===== src/rtl/sacl_pkg.sv =====
// Shared types and constants for the set-associative LRU cache model.
// Used by sacl_ctrl, sacl_dp and set_assoc_cache_lru_sim; no dependencies.
package sacl_pkg;

   localparam int MAX_SETS = 64;
   localparam int MAX_WAYS = 8;
   localparam int SET_W    = $clog2(MAX_SETS);
   localparam int WAY_W    = $clog2(MAX_WAYS);
   localparam int NWAY_W   = WAY_W + 1;
   localparam int MASK_W   = (SET_W > 8) ? SET_W : 8;
   localparam int TAG_W    = 64;
   localparam int STAMP_W  = 32;
   localparam int CNT_W    = 32;

   // access kinds
   localparam logic [1:0] CMD_LOAD   = 2'd0;
   localparam logic [1:0] CMD_STORE  = 2'd1;
   localparam logic [1:0] CMD_MODIFY = 2'd2;
   localparam logic [1:0] CMD_FETCH  = 2'd3;

   // result kinds
   localparam logic [1:0] OUT_HIT     = 2'd0;
   localparam logic [1:0] OUT_FILL    = 2'd1;
   localparam logic [1:0] OUT_EVICT   = 2'd2;
   localparam logic [1:0] OUT_IGNORED = 2'd3;

   // register indexes
   localparam logic [1:0] REG_INDEX_BITS  = 2'd0;
   localparam logic [1:0] REG_OFFSET_BITS = 2'd1;
   localparam logic [1:0] REG_WAYS        = 2'd2;

   typedef enum logic [1:0] {
      ST_IDLE,
      ST_READ,
      ST_COMPARE,
      ST_UPDATE
   } ctrl_state_type;

   typedef struct packed {
      logic [2:0] index_bits;
      logic [5:0] offset_bits;
      logic [3:0] ways;
   } cfg_type;

   typedef struct packed {
      logic               valid;
      logic [TAG_W-1:0]   tag;
      logic [STAMP_W-1:0] stamp;
   } way_line_type;

   typedef struct packed {
      way_line_type [MAX_WAYS-1:0] line;
      logic [STAMP_W-1:0]          set_clock;
   } set_row_type;

   typedef struct packed {
      logic load;
      logic read;
      logic compare;
      logic update;
   } dp_cmd_type;

   typedef struct packed {
      logic fetch;
   } dp_status_type;

endpackage


===== src/rtl/sacl_ctrl.sv =====
// Controller of the cache model: walks each access through read, compare and update, skipping the compare for a fetch.
// Depends on sacl_pkg.
module sacl_ctrl import sacl_pkg::*; (
   input  logic          clock,
   input  logic          reset,
   input  logic          start,
   input  dp_status_type status,
   output dp_cmd_type    cmd,
   output logic          busy,
   output logic          rsp_strobe
);

   ctrl_state_type state_ff, state_in;
   logic           strobe_ff;

   always_comb begin
      state_in = state_ff;
      case (state_ff)
         ST_IDLE: begin
            if (start) state_in = ST_READ;
         end
         ST_READ: begin
            // a fetch touches nothing: skip the compare
            state_in = status.fetch ? ST_UPDATE : ST_COMPARE;
         end
         ST_COMPARE: begin
            state_in = ST_UPDATE;
         end
         ST_UPDATE: begin
            state_in = ST_IDLE;
         end
         default: begin
            state_in = ST_IDLE;
         end
      endcase
   end

   always_comb begin
      cmd  = '0;
      busy = 1'b1;
      case (state_ff)
         ST_IDLE: begin
            busy     = 1'b0;
            cmd.load = start;
         end
         ST_READ: begin
            cmd.read = 1'b1;
         end
         ST_COMPARE: begin
            cmd.compare = 1'b1;
         end
         ST_UPDATE: begin
            cmd.update = 1'b1;
         end
         default: begin
            busy = 1'b0;
         end
      endcase
   end

   always_ff @(posedge clock) begin
      if (reset) begin
         state_ff  <= ST_IDLE;
         strobe_ff <= 1'b0;
      end else begin
         state_ff  <= state_in;
         strobe_ff <= cmd.update;
      end
   end

   assign rsp_strobe = strobe_ff;

endmodule


===== config.mk =====
export PLATFORM = sky130hd
export DESIGN_NAME = sacl_ctrl
export DESIGN_NICKNAME = d
export VERILOG_FILES = /design/src/rtl/sacl_pkg.sv /design/src/rtl/sacl_ctrl.sv
export SDC_FILE = /design/constraint.sdc
export NUM_CORES = 1
export LEC_CHECK = 0
export BUFFER_PORTS_ARGS = -buffer_cell sky130_fd_sc_hd__buf_2
export CAP_MARGIN = 20
export CORE_AREA = 2 2 39 41
export CTS_BUF_LIST = sky130_fd_sc_hd__clkbuf_8
export DETAILED_ROUTE_END_ITERATION = 16
export DIE_AREA = 0 0 41 43
export PLACE_DENSITY = 0.38
export SLEW_MARGIN = 0
export SYNTH_ARGS = -nofsm -noshare
export SYNTH_HDL_FRONTEND = slang
export SYNTH_SLANG_ARGS = --single-unit

===== constraint.sdc =====
create_clock -name clock -period 1.05 [get_ports clock]
set_input_delay 0.105 -clock clock [delete_from_list [all_inputs] [get_ports clock]]
set_output_delay 0.105 -clock clock [all_outputs]
set_load 0.01 [all_outputs]

=== After elaboration in Yosys (flattened, before gate mapping) ===
Cells that the tools add are included.

* Register bits after elaboration: 3
* Word-level logic and storage cells: 15
* Output and inout bits: 6
* Bits of input ports: 4

* Reductions and logical operators: 1
* Muxes and demuxes: 8
* Eq/ne operators: 4

{| class="wikitable"
|+ Operators by type and width
! operator !! count
|-
| $pmux 2 s4 || 1
|-
| $mux 1 || 6
|-
| $eq 2x2->1 const B || 2
|-
| $eq 2x1->1 const B || 1
|-
| $logic_not 2->1 || 1
|-
| $mux 2 || 1
|-
| $ne 2x2->1 const B || 1
|}

=== Longest topological paths before layout ===
* Depth after elaboration: 2
* Gate-level depth with buffers: 5

=== Least setup slack after synthesis ===
No wires, ideal clock.

* Kind: register to register
* From: register state_ff[1]
* To: register state_ff[0]
* Library setup time: 0.095 ns
* Path buffers: 0
* Arrival time: 1.070 ns
* Path slack: -0.115 ns
* Stages on the path, launching flop included: 6
* Data required time: 0.955 ns
* Cells stage by stage: dfxtp_1 > inv_1 > ha_1 > nand2b_1 > o21ai_1 > a221oi_1

* Cells in the longest elaborated chain, start to end: 2
* Elaborated cells on any way between the ends: 6
* Classes of those cells: eq/ne: 4; mux: 1; reduce/logical: 1

{| class="wikitable"
|+ Ends and longest elaborated chain
! what !! line !! source
|-
| start, declared || sacl_ctrl.sv:13 || <nowiki>ctrl_state_type state_ff, state_in;</nowiki>
|-
| start signal, assigned || sacl_ctrl.sv:66 || <nowiki>state_ff <= state_in;</nowiki>
|-
| $eq 2x2->1, or another cell as far along || sacl_ctrl.sv:18 || <nowiki>case (state_ff)</nowiki>
|-
| $pmux 2 s4 or $ne 2x2->1 (tied branches) || - ||
|}

Several ways; a longest one is shown, not always the timed one.
A chain may end at the register's enable or synchronous reset.

==> impl_metrics.tcl <==
set metrics [dict create \
    ys_ff_latch 3 \
    worstSetupStartpoint "state_ff[0]" \
    grt_antenna_before_repair 0 \
    final_common_cell "buf_6" \
    max_slew_margin_pct 87.31 \
    peakVddDrop_uv 968.2 \
    gp_congestion 0.5496 \
    regToRegSetupSlack_ns -0.02 \
    cts_root_buffer "clkbuf_8" \
    maxCapViolCount 0 \
    setup_viol 4 \
    hold_start "reset" \
    clock.fmax_mhz 886.8 \
    path_clk_slew_ns 0.03 \
    hold_viol 0 \
    syn-num-nets 28 \
    drt_iter0_drc 0 \
    status "finished, violations left" \
    io_buffers 9 \
    die_y_um 43 \
    p_leak_uw 0.0001949 \
    via_count 191 \
    clk_latency_ns 0.21 \
    hold_class "in -> reg" \
    clock_sinks 3 \
    grt_max_degree 5 \
    clk_path_buf_depth 2 \
    via_per_inst 3.745 \
    drt_first_pass_iters 1 \
    slowest_delay_ns 0.36 \
    cp-start-kind "register" \
    htree_num_levels 1 \
    worstPathArrival_ns 1.02 \
    r2r-start "state_ff[0]" \
    grt_usage_pct 6.225 \
    cts_tree "yes" \
    rsz0062_at_grt "true" \
    tightestPinTransition_ns 0.1903 \
    die_x_um 41 \
    maxSlewViolCount 0 \
    design_area_um2 424.2 \
    core_area_mm2 0.001384 \
    diodes 0 \
    overflow 0 \
    worstPathRequired_ns 0.94 \
    period_share_pct 107.4 \
    ys_types 11 \
    cts_buffers 3 \
    reg2regPathDepth 5 \
    wl_per_cell_um 9.137 \
    yosys_warnings 0 \
    fin_tns_setup_ns -0.2083 \
    layout_min_cycle_time_ns 1.128 \
    nets 45 \
    fillers 146 \
    grt.busiest_layer "met1" \
    hold_ws_ns 0.08210 \
    min_path_cells 2 \
    synth.top_cell.area_share_pct 33.33 \
    cp-end-kind "output pin" \
    num_rows 14 \
    most-common-layout-cells "6 x buf_6, 5 x buf_2, 3 x ha_4, 3 x clkbuf_8" \
    grt_pass1_vias 181 \
    start_util_pct 13.56 \
    area_delta_synth_final_pct 126.0 \
    final_layout_size_suffix_gt1_share_pct 77.14 \
    drt_wl_total_um 466 \
    clock-skew-final_ns 0.0006251 \
    synth_top_area_cell "ha_1" \
    ant_nets 0 \
    violations "setup timing" \
    synth_area_leaders "ha_1 33%, dfxtp_1 32%, inv_1 6.0%, mux2i_1 5.3%, a221oi_1 4.7%" \
    grt_use_met1_pct 7.717 \
    synth_seq_area_share_pct 32.00 \
    die_area_mm2 0.001763 \
    syn_area_per_cell_um2 9.878 \
    layout_setup_ws_ns -0.07765 \
    power_density_mw_per_mm2 2991 \
    dpl_cell_area_um2 290.3 \
    p_total_uw 1269 \
    drc 0 \
    gr-usage-met3_pct 3.141 \
    grt_pass1_wl_um 683 \
    path_class "reg -> out" \
    path_cells "inv_4 > ha_4 > and2_4 > buf_6" \
    ios 10 \
    cpMaxStageDelayCell "dfxtp_4" \
    path_max_fanout 4 \
    place_hpwl_um 336.1 \
    gr-usage-met2_pct 7.187 \
    synthCells 19 \
    syn_area_um2 187.7 \
]
per-layer routing:
metal | up-vias | part of all wire (%) | routed length [µm]
li1 | 95 | - | -
met4 | 0 | 0 | 0
met5 | - | 0 | 0
met1 | 86 | 43 | 199
met3 | 0 | 12 | 57
met2 | 10 | 45 | 208
repair_timing:
action | in CTS | in global routing
gates resized for setup | 9 | 8
endpoints found under the setup margin | 5 | 6
setup buffers | 1 | 0
pin swaps | 2 | 1
hold buffers | 0 | 0
synth_stat cells:
cell type	number
a211oi_1	1
a221oi_1	1
and2_1	1
dfxtp_1	3
ha_1	5
inv_1	3
mux2i_1	1
nand2b_1	1
nor2_1	1
nor2b_1	1
o21ai_1	1
worst max-delay path: cells and delay by family, from the launching register on:
kind | cells | cell delay [ns]
flops | 1 | 0.36
buf+inv | 2 | 0.16
fa+ha+maj | 1 | 0.16
simple gates | 1 | 0.13
through the flow:
stage	instances	utilization [%]	setup WS, ns
after floorplan	19	-	0.007040
after global placement	46	20.98	-0.03614
after detailed placement	46	20.98	-0.06808
after CTS	51	27.94	-0.07165
after global routing	51	30.65	-0.1057
final	51	30.65	-0.07765
final timing paths:
kind,end
setup / recovery,cmd[3]
hold / removal,state_ff[0]
setup reg to reg,state_ff[0]
hold reg to reg,state_ff[0]
report_power, final:
group	internal (µW)	leakage [µW]	switching, µW
clock	249	0.0000269	73.2
combinational	402	0.000142	336
sequential	166	0.0000256	42.1
total	817	0.000195	452
registers in the layout (all words and copies together), names as in the netlist:
| register | cells |
|---|---|
| rsp_strobe | 1 |
| state_ff | 2 |
cell families after synthesis:
kind of cell	synth area share (%)
adders and majority gates	33.33
muxes	5.334
buffers and inverters	6.000
DFF	32.00
AOI/OAI and AO/OA	11.33
and+or+nand+nor	12.00
cell type report:
cell class / instances / area [µm²] / area share (%)
Sequential cell: 3 / 65.06 / 15.34
Clock buffer: 3 / 41.29 / 9.735
Timing Repair Buffer: 12 / 100.1 / 23.60
Clock inverter: 1 / 3.754 / 0.8850
Tap cell: 16 / 20.02 / 4.720
Inverter: 3 / 16.27 / 3.835
Multi-Input combinational cell: 13 / 177.7 / 41.89
No activity file was read; power rests on OpenSTA's default activity.
